### src/design/flog_pkg.sv
`timescale 1ns / 1ps

package flog_pkg;

    localparam int NUM_FMA   = 15;
    localparam int NUM_COEF  = 9;

    localparam logic [31:0] FP_NAN       = 32'h7fc0_0000;
    localparam logic [31:0] FP_NEG_INF   = 32'hff80_0000;
    localparam logic [31:0] FP_POS_INF   = 32'h7f80_0000;
    localparam logic [31:0] FP_NEG_ZERO  = 32'h8000_0000;
    localparam logic [31:0] FP_HALF      = 32'h3f00_0000;
    localparam logic [31:0] FP_ONE       = 32'h3f80_0000;
    localparam logic [31:0] FP_LN2_HI    = 32'h3f31_8000;
    localparam logic [31:0] FP_LN2_LO    = 32'hb95e_8083;
    localparam logic [22:0] SQRT_HALF_FRAC = 23'h35_04f3;

    localparam logic [31:0] COEF [NUM_COEF] = '{
        32'h3d90_21bb, 32'hbdeb_d1b8, 32'h3def_251a,
        32'hbdfe_5d4f, 32'h3e11_e9bf, 32'hbe2a_ae50,
        32'h3e4c_ceac, 32'hbe7f_fffc, 32'h3eaa_aaaa
    };

    // Values that ride along with each word through the arithmetic chain.
    typedef struct packed {
        logic [31:0] f;
        logic [31:0] e;
        logic [31:0] sq;
        logic        spec;
        logic [31:0] spec_bits;
        logic        last;
    } flog_side_t;

    // Position of the highest set bit; zero when no bit is set.
    function automatic logic [6:0] lead_pos(input logic [75:0] v);
        logic [6:0] p;
        p = '0;
        for (int i = 0; i < 76; i++)
        begin
            if (v[i])
                p = 7'(i);
        end
        return p;
    endfunction

endpackage

### src/design/flog_fma.sv
`timescale 1ns / 1ps

module flog_fma
    import flog_pkg::*;
(
    input  logic        clk,
    input  logic        rst_n,
    input  logic        en,
    input  logic        in_valid,
    input  logic [31:0] a,
    input  logic [31:0] b,
    input  logic [31:0] c,
    input  flog_side_t  side_in,
    output logic        out_valid,
    output logic [31:0] y,
    output flog_side_t  side_out
);

    // Stage 1: product.
    logic        v1_reg;
    logic [47:0] prod1_reg;
    logic [8:0]  esum1_reg;
    logic        sp1_reg, pz1_reg, sc1_reg;
    logic [7:0]  ec1_reg;
    logic [23:0] mc1_reg;
    flog_side_t  side1_reg;

    // Stage 2: aligned sum.
    logic        v2_reg;
    logic [75:0] mag2_reg;
    logic        sgn2_reg, zs2_reg;
    logic signed [10:0] x2_reg;
    flog_side_t  side2_reg;

    // Stage 3: leading one.
    logic        v3_reg;
    logic [75:0] mag3_reg;
    logic [6:0]  k3_reg;
    logic        sgn3_reg, zs3_reg, nz3_reg;
    logic signed [10:0] x3_reg;
    flog_side_t  side3_reg;

    // Stage 4: rounded result.
    logic        v4_reg;
    logic [31:0] y4_reg;
    flog_side_t  side4_reg;

    logic [47:0] ma, mb, prod_next;
    logic [8:0]  esum_next;

    logic signed [10:0] sh_raw, x_next;
    logic        cz, anchor_c, sub, st_c, sgn_next;
    logic [6:0]  sh;
    logic [75:0] pw, cw, cs, mag_next;
    logic [24:0] lmask;
    logic [76:0] sum, d1, d2;

    logic [6:0]  k_next;

    logic [75:0] norm;
    logic [23:0] mant;
    logic        g, st_r, up;
    logic [24:0] mr;
    logic signed [10:0] eb;
    logic [22:0] frac;
    logic [31:0] y_next;

    always_comb
    begin
        ma = {24'b0, |a[30:23], a[22:0]};
        mb = {24'b0, |b[30:23], b[22:0]};
        prod_next = ma * mb;
        esum_next = {1'b0, a[30:23]} + {1'b0, b[30:23]};
    end

    // The addend starts 26 bits above the product and shifts right. When it
    // lies further up, the product only matters as a sticky bit below it.
    always_comb
    begin
        sh_raw   = $signed({2'b0, esum1_reg}) - $signed({3'b0, ec1_reg}) - 11'sd100;
        cz       = !mc1_reg[23];
        anchor_c = pz1_reg || (sh_raw < 0 && !cz);
        if (anchor_c)
            sh = 7'd0;
        else if (sh_raw > 11'sd75)
            sh = 7'd75;
        else
            sh = sh_raw[6:0];
        pw = anchor_c ? {75'b0, !pz1_reg && (prod1_reg != '0)}
                      : {27'b0, prod1_reg, 1'b0};
        cw = {1'b0, mc1_reg, 51'b0};
        lmask = (sh > 7'd51) ? ((25'd1 << (sh - 7'd51)) - 25'd1) : 25'd0;
        st_c  = |(mc1_reg & lmask[23:0]);
        cs    = (cw >> sh) | {75'b0, st_c};
        sub   = sp1_reg ^ sc1_reg;
        sum   = {1'b0, pw} + {1'b0, cs};
        d1    = {1'b0, pw} - {1'b0, cs};
        d2    = {1'b0, cs} - {1'b0, pw};
        if (!sub)
        begin
            mag_next = sum[75:0];
            sgn_next = sp1_reg;
        end
        else if (d1[76])
        begin
            mag_next = d2[75:0];
            sgn_next = sc1_reg;
        end
        else
        begin
            mag_next = d1[75:0];
            sgn_next = sp1_reg;
        end
        x_next = anchor_c ? ($signed({3'b0, ec1_reg}) - 11'sd201)
                          : ($signed({2'b0, esum1_reg}) - 11'sd301);
    end

    assign k_next = lead_pos(mag2_reg);

    // An exact zero is negative only when both terms were negative zeros.
    always_comb
    begin
        norm = mag3_reg << (7'd75 - k3_reg);
        mant = norm[75:52];
        g    = norm[51];
        st_r = |norm[50:0];
        up   = g && (st_r || mant[0]);
        mr   = {1'b0, mant} + {24'b0, up};
        eb   = x3_reg + $signed({4'b0, k3_reg}) + 11'sd127 + (mr[24] ? 11'sd1 : 11'sd0);
        frac = mr[24] ? 23'b0 : mr[22:0];
        y_next = nz3_reg ? {sgn3_reg, eb[7:0], frac} : {zs3_reg, 31'b0};
    end

    always_ff @(posedge clk or negedge rst_n)
    begin
        if (!rst_n)
        begin
            v1_reg <= 1'b0;
            v2_reg <= 1'b0;
            v3_reg <= 1'b0;
            v4_reg <= 1'b0;
        end
        else if (en)
        begin
            v1_reg <= in_valid;
            v2_reg <= v1_reg;
            v3_reg <= v2_reg;
            v4_reg <= v3_reg;
        end
    end

    always_ff @(posedge clk)
    begin
        if (en)
        begin
            prod1_reg <= prod_next;
            esum1_reg <= esum_next;
            sp1_reg   <= a[31] ^ b[31];
            pz1_reg   <= (a[30:23] == '0) || (b[30:23] == '0);
            sc1_reg   <= c[31];
            ec1_reg   <= c[30:23];
            mc1_reg   <= {|c[30:23], c[22:0]};
            side1_reg <= side_in;

            mag2_reg  <= mag_next;
            sgn2_reg  <= sgn_next;
            zs2_reg   <= sp1_reg & sc1_reg;
            x2_reg    <= x_next;
            side2_reg <= side1_reg;

            mag3_reg  <= mag2_reg;
            k3_reg    <= k_next;
            sgn3_reg  <= sgn2_reg;
            zs3_reg   <= zs2_reg;
            nz3_reg   <= mag2_reg != '0;
            x3_reg    <= x2_reg;
            side3_reg <= side2_reg;

            y4_reg    <= y_next;
            side4_reg <= side3_reg;
        end
    end

    assign out_valid = v4_reg;
    assign y         = y4_reg;
    assign side_out  = side4_reg;

endmodule

### config.mk
export PLATFORM = sky130hd
export DESIGN_NAME = flog_fma
export DESIGN_NICKNAME = d
export VERILOG_FILES = /design/src/design/flog_pkg.sv /design/src/design/flog_fma.sv
export SDC_FILE = /design/constraint.sdc
export NUM_CORES = 2
export LEC_CHECK = 0
export BUFFER_PORTS_ARGS = -buffer_cell sky130_fd_sc_hd__buf_2
export CAP_MARGIN = 20
export CORE_MARGIN = 2
export CORE_UTILIZATION = 60
export CTS_CLUSTER_SIZE = 20
export DETAILED_ROUTE_END_ITERATION = 6
export PLACE_DENSITY = 0.79
export SLEW_MARGIN = 10
export SYNTH_ARGS = -nofsm -noshare
export SYNTH_HDL_FRONTEND = slang
export SYNTH_SLANG_ARGS = --single-unit
### constraint.sdc
create_clock -name clk -period 14.85 [get_ports clk]
set_input_delay 2.2275 -clock clk [delete_from_list [all_inputs] [get_ports clk]]
set_output_delay 2.2275 -clock clk [all_outputs]
set_load 0.03 [all_outputs]
==> flow_summary_export.csv <==
group,metric,value,unit
status,status,"complete, but fails checks",
status,violations,"design-rule violations",
worst_setup_path,crit_cells,48,
drt,vias,53092,
worst_setup_path,rr_worst_depth,48,
synth,synth_nets,7489,
sta,slew_violations,0,
synth,seq_area_frac_synth,38.22,%
worst_setup_path,cp_max_fo,16,
worst_setup_path,crit_top_cell,"ha_1",
worst_setup_path,rrSetupSlack,1.65,ns
worst_setup_path,regToRegStartpoint,"esum1_reg[0]$_DFFE_PP_",
layout,drive_above_1_share,11.27,%
grt,use_met3,7.367,%
grt,top_usage_layer,"met2",
clock_tree,post_cts_buffers,0,
clock_tree,h-tree-depth,3,
sta,rsz0062_at_grt,"false",
placed_design,hpwlAfterDp,166.8,mm
grt,track_usage,39.59,%
worst_setup_path,endpoint,"mag2_reg[71]$_DFFE_PP_",
sta,tightest_slew,1.242,ns
min_path,hp-class,"flip-flop to flip-flop",
synth,syn_avg_cell_area,10.14,um^2
placed_design,port_buffers,392,
floorplanning,initial_utilization,60.64,%
synth,ys_ff_latch,828,
drt,ant_nets,0,
worst_setup_path,rr_endpoint,"mag2_reg[71]$_DFFE_PP_",
drt,routed_wl,223.3,mm
grt,met2_usage,64.56,%
run,cap_violations,0,
clock_tree,cts_buffer_depth,3,
floorplanning,die_area,111000,um^2
worst_setup_path,cp_slowest_stage_delay,0.84,ns
sta,hold_viol_final,0,
drt,dr.pass1.iters,7,
drt,via_per_inst,6.509,
clock_tree,cts_resized,0,
drt,drt_iter0_drc,6622,
grt,gr-usage-met1,51.97,%
sta,setup_tns,0,ns
placed_design,gp_congestion,1.031,
floorplanning,boundaryPins,393,
sta,fin_crit_sh,88.88,%
grt,grt_max_degree,150,
layout,layout.cells.non_filler,8157,
floorplanning,die_height,333.2,um
drt,post_drt_wl_per_cell,27.37,um
clock_tree,clk-insertion-delay-late,0.72,ns
clock_tree,ctsHoldBuffers,0,
clock_tree,root_buffer,"clkbuf_16",
synth,synth_common_cells,"nand2_1 (829), edfxtp_1 (824), inv_1 (724)",
clock_tree,cts_tree,"built",
grt,grt_pass1_vias,52827,
synth,yosys_most_used_dff,"edfxtp_1",
synth,syn_area,65000,um^2
worst_setup_path,critPathBufInv,7,
layout,fin_nets,7753,
floorplanning,rows,120,
sta,timing.fmax,75.76,MHz
synth,yosysUniqueCellTypes,101,
worst_setup_path,crit_path_end_kind,"flip-flop",
sta,finClkSkew,0.05685,ns
synth,synth_area_leaders,"edfxtp_1 (38%), fa_1 (15%), ha_1 (6.9%)",
synth,synth_edf_count,824,
worst_setup_path,crit_arrival,13.64,ns
synth,synth_cells,6411,
worst_setup_path,critPathKind,"flip-flop to flip-flop",
worst_setup_path,required,15.29,ns
worst_setup_path,cp_top_family,"compound AO/OA/AOI/OAI gates",
synth,synth_top_area_share,38.06,%
clock_tree,clkTransAtPathRegs,0.07,ns
sta,period_needed,13.20,ns
clock_tree,cts.sinks,828,
drt,drc_errors,16,
placed_design,dp_cells,7987,
synth,yosysWarnings,0,
floorplanning,coreArea,107200,um^2
grt,grt_antenna_before_repair,15,
floorplanning,die_x,333.2,um
synth,synthArstFlopShare,0.4831,%
sta,setup-violations-final,0,
sta,maxSlewHeadroom,17.23,%
synth,synth_top_area_cell,"edfxtp_1",
worst_setup_path,start_kind,"flip-flop",
grt,globalRouteOverflowTotal,0,
synth,synth_most_common_cell,"nand2_1",
clock_tree,cts_made_buffers,86,
worst_setup_path,cpMaxStageDelayCell,"xor2_1",
layout,area_growth,9.637,%
grt,grt_pass1_wl,330.8,mm
worst_setup_path,critPathLaunch,"esum1_reg[0]$_DFFE_PP_",
-- through the flow --
step	cell area (um^2)	utilization, %	hold WS (ns)	worst slack (ns)
final	71270	66.48	0.3871	1.651
after global routing	71260	66.48	0.4012	0.7829
after CTS	71200	66.41	0.3863	2.044
after detailed placement	68310	63.72	0.4045	2.190
after global placement	68310	63.72	0.4002	2.317
after floorplan	65000	-	0.4003	4.501
-- logic make-up (layout without fill, tap and decap cells) --
logic type,after synthesis,after routing,synth area share [%]
compound gates,1321,1321,13.00
flops,828,828,38.22
simple gates,2033,2033,14.75
mux,168,168,3.665
other cells,0,12,0
buf+inv,1042,1373,6.102
fa+ha+maj,848,848,21.96
xor+xnor,171,171,2.304
-- cells in the final DEF, fill, tap and decap left out, drive strengths merged, types with 33 or more instances in the layout --
cell type  count
a211oi        53
a21o          56
a21oi        395
a31oi         59
and2         290
buf          491
clkbuf       104
clkinv        36
edfxtp       824
fa           488
ha           360
inv          730
mux2i         94
mux4          54
nand2        831
nand2b        33
nand3         78
nand4         57
nor2         399
nor2b         34
nor3         106
nor4          55
o211ai        66
o21ai        275
o21bai        86
o22ai         44
o31ai         40
or3           36
xnor2        131
xor2          40
-- how the worst min path moves through the flow --
stage	endpoint	cells after the start	from	slack (ns)
global placement	side3_reg[36]$_DFFE_PP_	0	side2_reg[36]$_DFFE_PP_	0.40
detailed placement	side2_reg[110]$_DFFE_PP_	0	side1_reg[110]$_DFFE_PP_	0.40
CTS	side3_reg[73]$_DFFE_PP_	0	side2_reg[73]$_DFFE_PP_	0.39
global route	side3_reg[118]$_DFFE_PP_	0	side2_reg[118]$_DFFE_PP_	0.40
floorplan	sgn3_reg$_DFFE_PP_	0	sgn2_reg$_DFFE_PP_	0.40
finish	side3_reg[73]$_DFFE_PP_	0	side2_reg[73]$_DFFE_PP_	0.39
-- layout make-up --
type / instances / area, um^2
Fill cell: 8025 / 35930
Inverter: 726 / 2725
Antenna cell: 12 / 30.03
Multi-Input combinational cell: 4541 / 36260
Clock inverter: 52 / 669.4
Sequential cell: 828 / 24840
Clock buffer: 103 / 2216
Tap cell: 1403 / 1755
Timing Repair Buffer: 492 / 2768
-- layer usage --
metal | routed length (um) | vias up | share of wire [%]
met4 | 11890 | 10 | 5.3
met3 | 22520 | 753 | 10
li1 | - | 22831 | -
met2 | 104800 | 3476 | 47
met5 | 73 | - | 0.033
met1 | 84000 | 26022 | 38
Power is left out: the tool's default activity adds up to more than one toggle a clock period on the data nets, which glitch-free logic cannot reach.
