<file path="config.mk">
export PLATFORM = sky130hd
export DESIGN_NAME = flog_outq
export DESIGN_NICKNAME = d
export VERILOG_FILES = /design/src/design/flog_pkg.sv /design/src/design/flog_outq.sv
export SDC_FILE = /design/constraint.sdc
export NUM_CORES = 1
export LEC_CHECK = 0
export BUFFER_PORTS_ARGS = -buffer_cell sky130_fd_sc_hd__clkbuf_2
export CAP_MARGIN = 0
export CORE_UTILIZATION = 54
export CTS_BUF_LIST = sky130_fd_sc_hd__clkbuf_8
export DETAILED_ROUTE_END_ITERATION = 10
export PLACE_DENSITY = 0.79
export REMOVE_ABC_BUFFERS = 1
export SYNTH_ARGS = -nofsm -noshare
export SYNTH_HDL_FRONTEND = slang
export SYNTH_SLANG_ARGS = --single-unit
</file>
<file path="constraint.sdc">
create_clock -name clk -period 2.79 [get_ports clk]
set_input_delay 0.1395 -clock clk [delete_from_list [all_inputs] [get_ports clk]]
set_output_delay 0.1395 -clock clk [all_outputs]
set_load 0.01 [all_outputs]
</file>
<file path="src/design/flog_pkg.sv">
`timescale 1ns / 1ps

package flog_pkg;

    localparam int NUM_FMA   = 15;
    localparam int NUM_COEF  = 9;

    localparam logic [31:0] FP_NAN       = 32'h7fc0_0000;
    localparam logic [31:0] FP_NEG_INF   = 32'hff80_0000;
    localparam logic [31:0] FP_POS_INF   = 32'h7f80_0000;
    localparam logic [31:0] FP_NEG_ZERO  = 32'h8000_0000;
    localparam logic [31:0] FP_HALF      = 32'h3f00_0000;
    localparam logic [31:0] FP_ONE       = 32'h3f80_0000;
    localparam logic [31:0] FP_LN2_HI    = 32'h3f31_8000;
    localparam logic [31:0] FP_LN2_LO    = 32'hb95e_8083;
    localparam logic [22:0] SQRT_HALF_FRAC = 23'h35_04f3;

    localparam logic [31:0] COEF [NUM_COEF] = '{
        32'h3d90_21bb, 32'hbdeb_d1b8, 32'h3def_251a,
        32'hbdfe_5d4f, 32'h3e11_e9bf, 32'hbe2a_ae50,
        32'h3e4c_ceac, 32'hbe7f_fffc, 32'h3eaa_aaaa
    };

    // Values that ride along with each word through the arithmetic chain.
    typedef struct packed {
        logic [31:0] f;
        logic [31:0] e;
        logic [31:0] sq;
        logic        spec;
        logic [31:0] spec_bits;
        logic        last;
    } flog_side_t;

    // Position of the highest set bit; zero when no bit is set.
    function automatic logic [6:0] lead_pos(input logic [75:0] v);
        logic [6:0] p;
        p = '0;
        for (int i = 0; i < 76; i++)
        begin
            if (v[i])
                p = 7'(i);
        end
        return p;
    endfunction

endpackage

</file>
<file path="src/design/flog_outq.sv">
`timescale 1ns / 1ps

module flog_outq
    import flog_pkg::*;
(
    input  logic        clk,
    input  logic        rst_n,
    input  logic        in_valid,
    input  logic [31:0] in_data,
    input  logic        in_last,
    output logic        ready,
    output logic        m_tvalid,
    input  logic        m_tready,
    output logic [31:0] m_tdata,
    output logic        m_tlast
);

    logic [1:0]  cnt_reg, cnt_next;
    logic [31:0] d0_reg, d0_next, d1_reg, d1_next;
    logic        l0_reg, l0_next, l1_reg, l1_next;
    logic        push, pop;

    // Ready depends on occupancy alone, so the consumer never reaches upstream.
    assign ready    = cnt_reg != 2'd2;
    assign m_tvalid = cnt_reg != 2'd0;
    assign m_tdata  = d0_reg;
    assign m_tlast  = l0_reg;
    assign push     = in_valid && ready;
    assign pop      = m_tvalid && m_tready;

    always_comb
    begin
        d0_next  = d0_reg;
        l0_next  = l0_reg;
        d1_next  = d1_reg;
        l1_next  = l1_reg;
        cnt_next = cnt_reg + {1'b0, push} - {1'b0, pop};
        if (pop)
        begin
            d0_next = d1_reg;
            l0_next = l1_reg;
        end
        if (push)
        begin
            if (cnt_reg == 2'd0 || (cnt_reg == 2'd1 && pop))
            begin
                d0_next = in_data;
                l0_next = in_last;
            end
            else
            begin
                d1_next = in_data;
                l1_next = in_last;
            end
        end
    end

    always_ff @(posedge clk or negedge rst_n)
    begin
        if (!rst_n)
            cnt_reg <= 2'd0;
        else
            cnt_reg <= cnt_next;
    end

    always_ff @(posedge clk)
    begin
        d0_reg <= d0_next;
        l0_reg <= l0_next;
        d1_reg <= d1_next;
        l1_reg <= l1_next;
    end

    a_cnt_range: assert property (@(posedge clk) disable iff (!rst_n)
        cnt_reg != 2'd3)
        else $error("output queue occupancy out of range");

    a_full_holds: assert property (@(posedge clk) disable iff (!rst_n)
        (cnt_reg == 2'd2 && !pop) |=> (cnt_reg == 2'd2))
        else $error("output queue changed while full and stalled");

    a_first_word: assert property (@(posedge clk) disable iff (!rst_n)
        (cnt_reg == 2'd0 && push) |=>
            (m_tvalid && m_tdata == $past(in_data) && m_tlast == $past(in_last)))
        else $error("word written to an empty queue is not presented");

endmodule
</file>
==> results of run 1 <==
worst max-delay path, stage by stage, from the launching register on:
cell and delay [ns]:
dfrtp_1 0.47, inv_1 0.16, o211ai_4 0.44, buf_4 0.37, mux2_2 0.38
path summary, 6_finish.rpt:
| check | end | slack, ns |
|---|---|---|
| worst max-delay path | m_tdata[2] | 0.84 |
| worst min-delay path | cnt_reg[0] | 0.13 |
| worst max register to register | m_tdata[2] | 0.84 |
| worst min register to register | m_tdata[14] | 0.60 |
| max in group asynchronous | cnt_reg[1] | 2.56 |
| min in group clk | cnt_reg[1] | 0.29 |
metal layers:
metal,vias up,routed length [um],GRT usage [%],share of wire [%]
li1,803,-,-,-
met1,777,2050,23.7,41
met2,57,2610,36.2,52
met3,6,245,6.47,4.9
met4,0,67,11.1,1.3
met5,-,0,0,0
synthesized netlist by cell type (all sizes together):
cell,count
nand2b,1
o211ai,1
nand2,3
or2b,1
ha,1
mux2,66
clkbuf,3
xor2,2
buf,3
inv,2
o32ai,1
a21boi,1
dfrtp,2
o21ai,1
a21oi,1
edfxtp,33
dfxtp,33
repair_timing:
action	CTS	global route
hold buffers	34	0
endpoints found under the hold margin	35	0
setup buffers	0	0
report_power, final:
group / internal, mW / total, mW / switching [mW]
Combinational: 0.736 / 1.34 / 0.606
Clock: 0.400 / 0.740 / 0.340
Sequential: 1.43 / 1.60 / 0.174
Total: 2.56 / 3.68 / 1.12
final cells by class:
| type | instances | share of cell area (%) |
|---|---|---|
| flip-flops and latches | 68 | 48.0 |
| multi-input cells | 79 | 24.5 |
| repair buffers | 108 | 20.3 |
| clock buffers | 9 | 3.50 |
| well taps | 52 | 1.84 |
| clock inverters | 7 | 1.66 |
| inverters | 2 | 0.212 |
kinds of logic after synthesis:
group / Yosys count / share of synthesized area [%]
AOI/OAI and AO/OA: 5 / 1.63
buffers and inverters: 8 / 2.73
DFF: 68 / 65.1
xor gates and xnor gates: 2 / 0.670
muxes: 66 / 28.4
adders and majority gates: 1 / 0.479
and+or+nand+nor: 5 / 0.958
==> impl_metrics.xml, run 1 <==
<?xml version="1.0" encoding="UTF-8"?>
<metrics>
  <group name="outcome">
    <metric name="run_status" unit="">finished clean</metric>
  </group>
  <group name="grt">
    <metric name="grt_max_degree" unit="">35</metric>
    <metric name="gr-usage-all-layers" unit="%">21.1</metric>
    <metric name="vias_in_the_first_global_route" unit="">1658</metric>
    <metric name="grt_first_pass_wirelength" unit="mm">7.85</metric>
    <metric name="overflow" unit="">0</metric>
    <metric name="grt_antenna_before_repair" unit="">0</metric>
  </group>
  <group name="synthesis">
    <metric name="yosys.area.top_type_share" unit="%">37.9</metric>
    <metric name="yosys-top-cells-area" unit="">edfxtp_1, mux2_2, dfxtp_1</metric>
    <metric name="synth_area_leader" unit="">edfxtp_1</metric>
    <metric name="netlist_instances" unit="">155</metric>
    <metric name="synth_area_per_cell" unit="um^2">16.9</metric>
    <metric name="yosysSeqAreaShare" unit="%">65.1</metric>
    <metric name="synth-warning-count" unit="">0</metric>
    <metric name="synth.ff_latch_count" unit="">68</metric>
    <metric name="netlist-cell-type-count" unit="">17</metric>
    <metric name="post_synth_instance_area" unit="um^2">2610</metric>
  </group>
  <group name="placed_design">
    <metric name="hpwlAfterDp" unit="mm">3.17</metric>
    <metric name="dpl-instance-area" unit="um^2">3020</metric>
    <metric name="globalplace.congestion" unit="">0.711</metric>
    <metric name="numPlacedInstances" unit="">275</metric>
    <metric name="port_buffers" unit="">71</metric>
    <metric name="preCtsSetupSlack" unit="ns">0.797</metric>
  </group>
  <group name="power_and_ir_drop">
    <metric name="worst_ir_drop_vdd" unit="V">0.000644</metric>
    <metric name="power.density_cell_area" unit="nW/um^2">1040</metric>
    <metric name="post-layout-total-power" unit="mW">3.68</metric>
    <metric name="leakage" unit="nW">1.48</metric>
  </group>
  <group name="route">
    <metric name="viasPerCell" unit="">5.06</metric>
    <metric name="route.detailed.wl_per_inst" unit="um">15.3</metric>
    <metric name="drtIter0Drc" unit="">61</metric>
    <metric name="dr.pass1.iters" unit="">4</metric>
    <metric name="routed-via-count" unit="">1643</metric>
    <metric name="routed_wirelength" unit="mm">4.97</metric>
    <metric name="post-route-drc-count" unit="">0</metric>
    <metric name="final_antenna_net_count" unit="">0</metric>
  </group>
  <group name="die">
    <metric name="core_area" unit="um^2">4500</metric>
    <metric name="num_rows" unit="">24</metric>
    <metric name="die_area" unit="um^2">5120</metric>
    <metric name="floorplan.die.height" unit="um">71.6</metric>
    <metric name="initial_utilization" unit="%">58.0</metric>
    <metric name="io_pins" unit="">72</metric>
    <metric name="die-width" unit="um">71.6</metric>
  </group>
  <group name="final_layout">
    <metric name="share_of_final_layout_standard_cells_stronger_than_drive_strength_1" unit="%">57.1</metric>
    <metric name="nNetsFinal" unit="">306</metric>
    <metric name="area_of_combinational_cells_with_multiple_inputs" unit="um^2">868</metric>
    <metric name="synthToLayoutAreaGrowth" unit="%">35.6</metric>
    <metric name="most_common_cell_after_layout_fill_and_taps_aside" unit="">clkbuf_2</metric>
    <metric name="antenna_diode_count" unit="">0</metric>
    <metric name="fillCellCount" unit="">287</metric>
    <metric name="share_of_the_core_filled_with_cells_in_the_final_layout" unit="%">78.7</metric>
    <metric name="final-instance-count-excl-fill" unit="">325</metric>
    <metric name="postLayoutCellArea" unit="um^2">3540</metric>
    <metric name="layout.cells.most_common_list" unit="">clkbuf_2, mux2_2, dlygate4sd3_1</metric>
    <metric name="area.sequential" unit="um^2">1700</metric>
  </group>
  <group name="run">
    <metric name="cap_violations" unit="">0</metric>
  </group>
  <group name="critical_path">
    <metric name="rr_worst_depth" unit="">4</metric>
    <metric name="cp-end-kind" unit="">flip-flop</metric>
    <metric name="critical_path_arrival" unit="ns">2.17</metric>
    <metric name="worst_setup_path_start_kind" unit="">flip-flop</metric>
    <metric name="worstSetupStartpoint" unit="">cnt_reg[0]</metric>
    <metric name="reg2reg_launch_point" unit="">cnt_reg[0]</metric>
    <metric name="worst-endpoint-required" unit="ns">3.01</metric>
    <metric name="criticalPathCategory" unit="">flip-flop to flip-flop</metric>
    <metric name="crit_fanout" unit="">21</metric>
  </group>
  <group name="sta">
    <metric name="achievable-frequency" unit="GHz">0.512</metric>
    <metric name="timing_worst_slew_pin_value" unit="ns">0.460</metric>
    <metric name="period_utilization_post_route" unit="%">70.0</metric>
    <metric name="grt_setup_unrepaired" unit="">no</metric>
    <metric name="post-route-worst-setup-slack" unit="ns">0.837</metric>
    <metric name="setup_tns_after_final_layout" unit="ns">0</metric>
    <metric name="final-hold-violation-count" unit="">0</metric>
    <metric name="min_period" unit="ns">1.95</metric>
    <metric name="final.setup_skew" unit="ns">0.00874</metric>
    <metric name="setup_viol" unit="">0</metric>
    <metric name="maxSlewHeadroom" unit="%">69.2</metric>
    <metric name="hold_slack" unit="ns">0.126</metric>
    <metric name="slew_viol_final" unit="">0</metric>
  </group>
  <group name="clocking">
    <metric name="clk_latency" unit="ns">0.34</metric>
    <metric name="clock-root-buffer" unit="">clkbuf_8</metric>
    <metric name="tritoncts" unit="">built</metric>
    <metric name="clkSlewWorstSetupHoldPaths" unit="ns">0.06</metric>
    <metric name="clockBufferDepth" unit="">2</metric>
    <metric name="ctsHtreeMaxLevel" unit="">3</metric>
    <metric name="cts_made_buffers" unit="">9</metric>
    <metric name="number_of_instances_resized_during_post_cts_repair" unit="">0</metric>
    <metric name="cts.sinks" unit="">68</metric>
  </group>
  <group name="worst_hold_path">
    <metric name="worst_hold_path_type" unit="">input pin to asynchronous set/reset pin</metric>
  </group>
</metrics>
Power figures use the tool's default switching activity.
==> run 2, diff against run 1 <==
Settings changed: ABC_AREA set to 1, CORE_UTILIZATION 54 to 49, PLACE_DENSITY 0.79 to 0.74.
Clock period 2.79 ns to 1.7 ns, I/O delays scaled along.
==> run 2 against run 1 <==
  * Clock skew about the same
  * Worst setup slack worse by 0.70 ns
  * Fmax up 25%
  * Critical path type unchanged
==> impl_metrics.xml, run 2 <==
<?xml version="1.0" encoding="UTF-8"?>
<metrics>
  <group name="outcome">
    <metric name="run_status" unit="">finished clean</metric>
  </group>
  <group name="sta">
    <metric name="maxSlewHeadroom" unit="%">74.9</metric>
    <metric name="min_period" unit="ns">1.56</metric>
    <metric name="setup_tns_after_final_layout" unit="ns">0</metric>
    <metric name="setup_viol" unit="">0</metric>
    <metric name="grt_setup_unrepaired" unit="">no</metric>
    <metric name="final-hold-violation-count" unit="">0</metric>
    <metric name="final.setup_skew" unit="ns">0.00850</metric>
    <metric name="slew_viol_final" unit="">0</metric>
    <metric name="period_utilization_post_route" unit="%">91.8</metric>
    <metric name="timing_worst_slew_pin_value" unit="ns">0.377</metric>
    <metric name="achievable-frequency" unit="GHz">0.641</metric>
  </group>
  <group name="critical_path">
    <metric name="crit_fanout" unit="">18</metric>
    <metric name="critical_path_arrival" unit="ns">1.85</metric>
    <metric name="criticalPathCategory" unit="">flip-flop to flip-flop</metric>
    <metric name="worst-endpoint-required" unit="ns">1.99</metric>
    <metric name="cp-end-kind" unit="">flip-flop</metric>
    <metric name="worst_setup_path_start_kind" unit="">flip-flop</metric>
  </group>
  <group name="synthesis">
    <metric name="yosysSeqAreaShare" unit="%">59.0</metric>
    <metric name="synthMostInstantiatedCell" unit="">nand2_1</metric>
    <metric name="synth_async_sr_flop_share" unit="%">2.94</metric>
    <metric name="synth_enable_flop_cells" unit="">33</metric>
    <metric name="yosys.area.top_type_share" unit="%">34.3</metric>
    <metric name="postSynth.topFlopCell" unit="">edfxtp_1</metric>
    <metric name="post_synth_instance_area" unit="um^2">2890</metric>
    <metric name="synth.ff_latch_count" unit="">68</metric>
    <metric name="synth_area_per_cell" unit="um^2">8.56</metric>
    <metric name="post_synth_most_frequent_cells" unit="">nand2_1, inv_1, nand3_1</metric>
    <metric name="synth_area_leader" unit="">edfxtp_1</metric>
    <metric name="synth-warning-count" unit="">0</metric>
    <metric name="netlist_instances" unit="">337</metric>
    <metric name="yosys-top-cells-area" unit="">edfxtp_1, dfxtp_1, nand2_1</metric>
    <metric name="netlist-cell-type-count" unit="">17</metric>
  </group>
  <group name="final_layout">
    <metric name="layout.cells.most_common_list" unit="">nand2_1, clkbuf_2, inv_1</metric>
    <metric name="antenna_diode_count" unit="">0</metric>
    <metric name="most_common_cell_after_layout_fill_and_taps_aside" unit="">nand2_1</metric>
    <metric name="share_of_the_core_filled_with_cells_in_the_final_layout" unit="%">69.9</metric>
    <metric name="postLayoutCellArea" unit="um^2">3900</metric>
    <metric name="share_of_final_layout_standard_cells_stronger_than_drive_strength_1" unit="%">23.5</metric>
    <metric name="nNetsFinal" unit="">485</metric>
    <metric name="synthToLayoutAreaGrowth" unit="%">35.1</metric>
  </group>
  <group name="worst_hold_path">
    <metric name="worst_hold_path_type" unit="">input pin to asynchronous set/reset pin</metric>
  </group>
  <group name="grt">
    <metric name="grt_max_degree" unit="">35</metric>
    <metric name="gr-usage-all-layers" unit="%">22.3</metric>
    <metric name="grt_antenna_before_repair" unit="">0</metric>
    <metric name="grt_first_pass_wirelength" unit="mm">10.5</metric>
    <metric name="vias_in_the_first_global_route" unit="">2463</metric>
    <metric name="overflow" unit="">0</metric>
  </group>
  <group name="power_and_ir_drop">
    <metric name="worst_ir_drop_vdd" unit="V">0.000952</metric>
    <metric name="leakage" unit="nW">2.07</metric>
    <metric name="power.density_cell_area" unit="nW/um^2">1780</metric>
  </group>
  <group name="clocking">
    <metric name="ctsHtreeMaxLevel" unit="">3</metric>
    <metric name="clockBufferDepth" unit="">2</metric>
    <metric name="cts.sinks" unit="">68</metric>
    <metric name="clkSlewWorstSetupHoldPaths" unit="ns">0.08</metric>
    <metric name="clock-root-buffer" unit="">clkbuf_8</metric>
    <metric name="tritoncts" unit="">built</metric>
    <metric name="clk_latency" unit="ns">0.34</metric>
    <metric name="cts_made_buffers" unit="">9</metric>
  </group>
  <group name="die">
    <metric name="num_rows" unit="">27</metric>
    <metric name="io_pins" unit="">72</metric>
    <metric name="die_area" unit="um^2">6200</metric>
    <metric name="initial_utilization" unit="%">51.8</metric>
    <metric name="floorplan.die.height" unit="um">78.7</metric>
    <metric name="die-width" unit="um">78.7</metric>
    <metric name="core_area" unit="um^2">5570</metric>
  </group>
  <group name="route">
    <metric name="final_antenna_net_count" unit="">0</metric>
    <metric name="dr.pass1.iters" unit="">4</metric>
    <metric name="viasPerCell" unit="">4.69</metric>
    <metric name="post-route-drc-count" unit="">0</metric>
    <metric name="drtIter0Drc" unit="">145</metric>
    <metric name="route.detailed.wl_per_inst" unit="um">12.1</metric>
    <metric name="routed-via-count" unit="">2459</metric>
    <metric name="routed_wirelength" unit="mm">6.34</metric>
  </group>
  <group name="placed_design">
    <metric name="dpl-instance-area" unit="um^2">3300</metric>
    <metric name="hpwlAfterDp" unit="mm">3.87</metric>
    <metric name="port_buffers" unit="">71</metric>
    <metric name="globalplace.congestion" unit="">0.731</metric>
  </group>
  <group name="run">
    <metric name="cap_violations" unit="">0</metric>
  </group>
</metrics>
-- run 2: stage by stage --
stage	hold WS (ns)	setup WS [ns]	power, mW	std cells
after floorplan	-0.211	-0.951	4.21	321
after global placement	-0.124	0.188	5.16	473
after detailed placement	-0.121	0.0874	5.25	473
after CTS	0.0544	0.0809	6.95	523
after global routing	0.0594	0.0150	7.44	524
final	0.0592	0.139	6.93	524
-- run 2: per-layer routing --
metal	vias up	routed length [um]	global-route usage (%)
met5	-	0	0
met4	0	142	11.9
met3	19	238	4.14
met2	73	3130	39.6
met1	1110	2830	25.5
li1	1257	-	-
-- run 2: repair_timing --
| action | 4_1_cts | 5_1_grt |
|---|---|---|
| setup endpoints to repair | 0 | 1 |
| buffers inserted | 0 | 1 |
| hold endpoints to repair | 68 | 0 |
| resized for setup | 0 | 2 |
| hold buffers | 34 | 0 |
-- run 2: final timing paths --
kind                              from          end  slack (ns)  cells after the start
max                         cnt_reg[1]  m_tdata[15]        0.14                      7
min                              rst_n   cnt_reg[1]        0.06                      2
max reg2reg                 cnt_reg[1]  m_tdata[15]        0.14                      7
min reg2reg                m_tdata[24]  m_tdata[24]        0.55                      4
max in group asynchronous        rst_n   cnt_reg[0]        1.54                      2
min in group clk              in_valid   cnt_reg[1]        0.22                      5
-- run 2: cell type report --
class	instances	area, um^2
Sequential cell	68	1700
Fill cell	441	1680
Multi-Input combinational cell	182	821
Timing Repair Buffer	115	771
Inverter	71	267
Clock buffer	10	138
Clock inverter	6	111
Tap cell	72	90.1
-- run 2: critical path, cell delays in order (launching register included) --
cell and delay, ns:
dfrtp_1 0.47, inv_2 0.08, nand2_4 0.15, nand2_2 0.12
nand2_4 0.21, buf_4 0.27, nand3_1 0.12, nand2_1 0.07
-- run 2: report_power, final --
part / internal [mW] / switching [mW] / leakage [nW]
Sequential: 2.41 / 0.293 / 0.609
Combinational: 0.995 / 1.60 / 1.34
Clock: 1.01 / 0.620 / 0.122
Total: 4.42 / 2.52 / 2.07
-- run 2: cell families after synthesis --
family          count (synthesis)  share of synthesized area (%)
simple gates                  179                           26.8
buf+inv                        87                           13.2
flops                          68                           59.0
compound gates                  1                          0.304
xor+xnor                        1                          0.304
fa+ha+maj                       1                          0.434
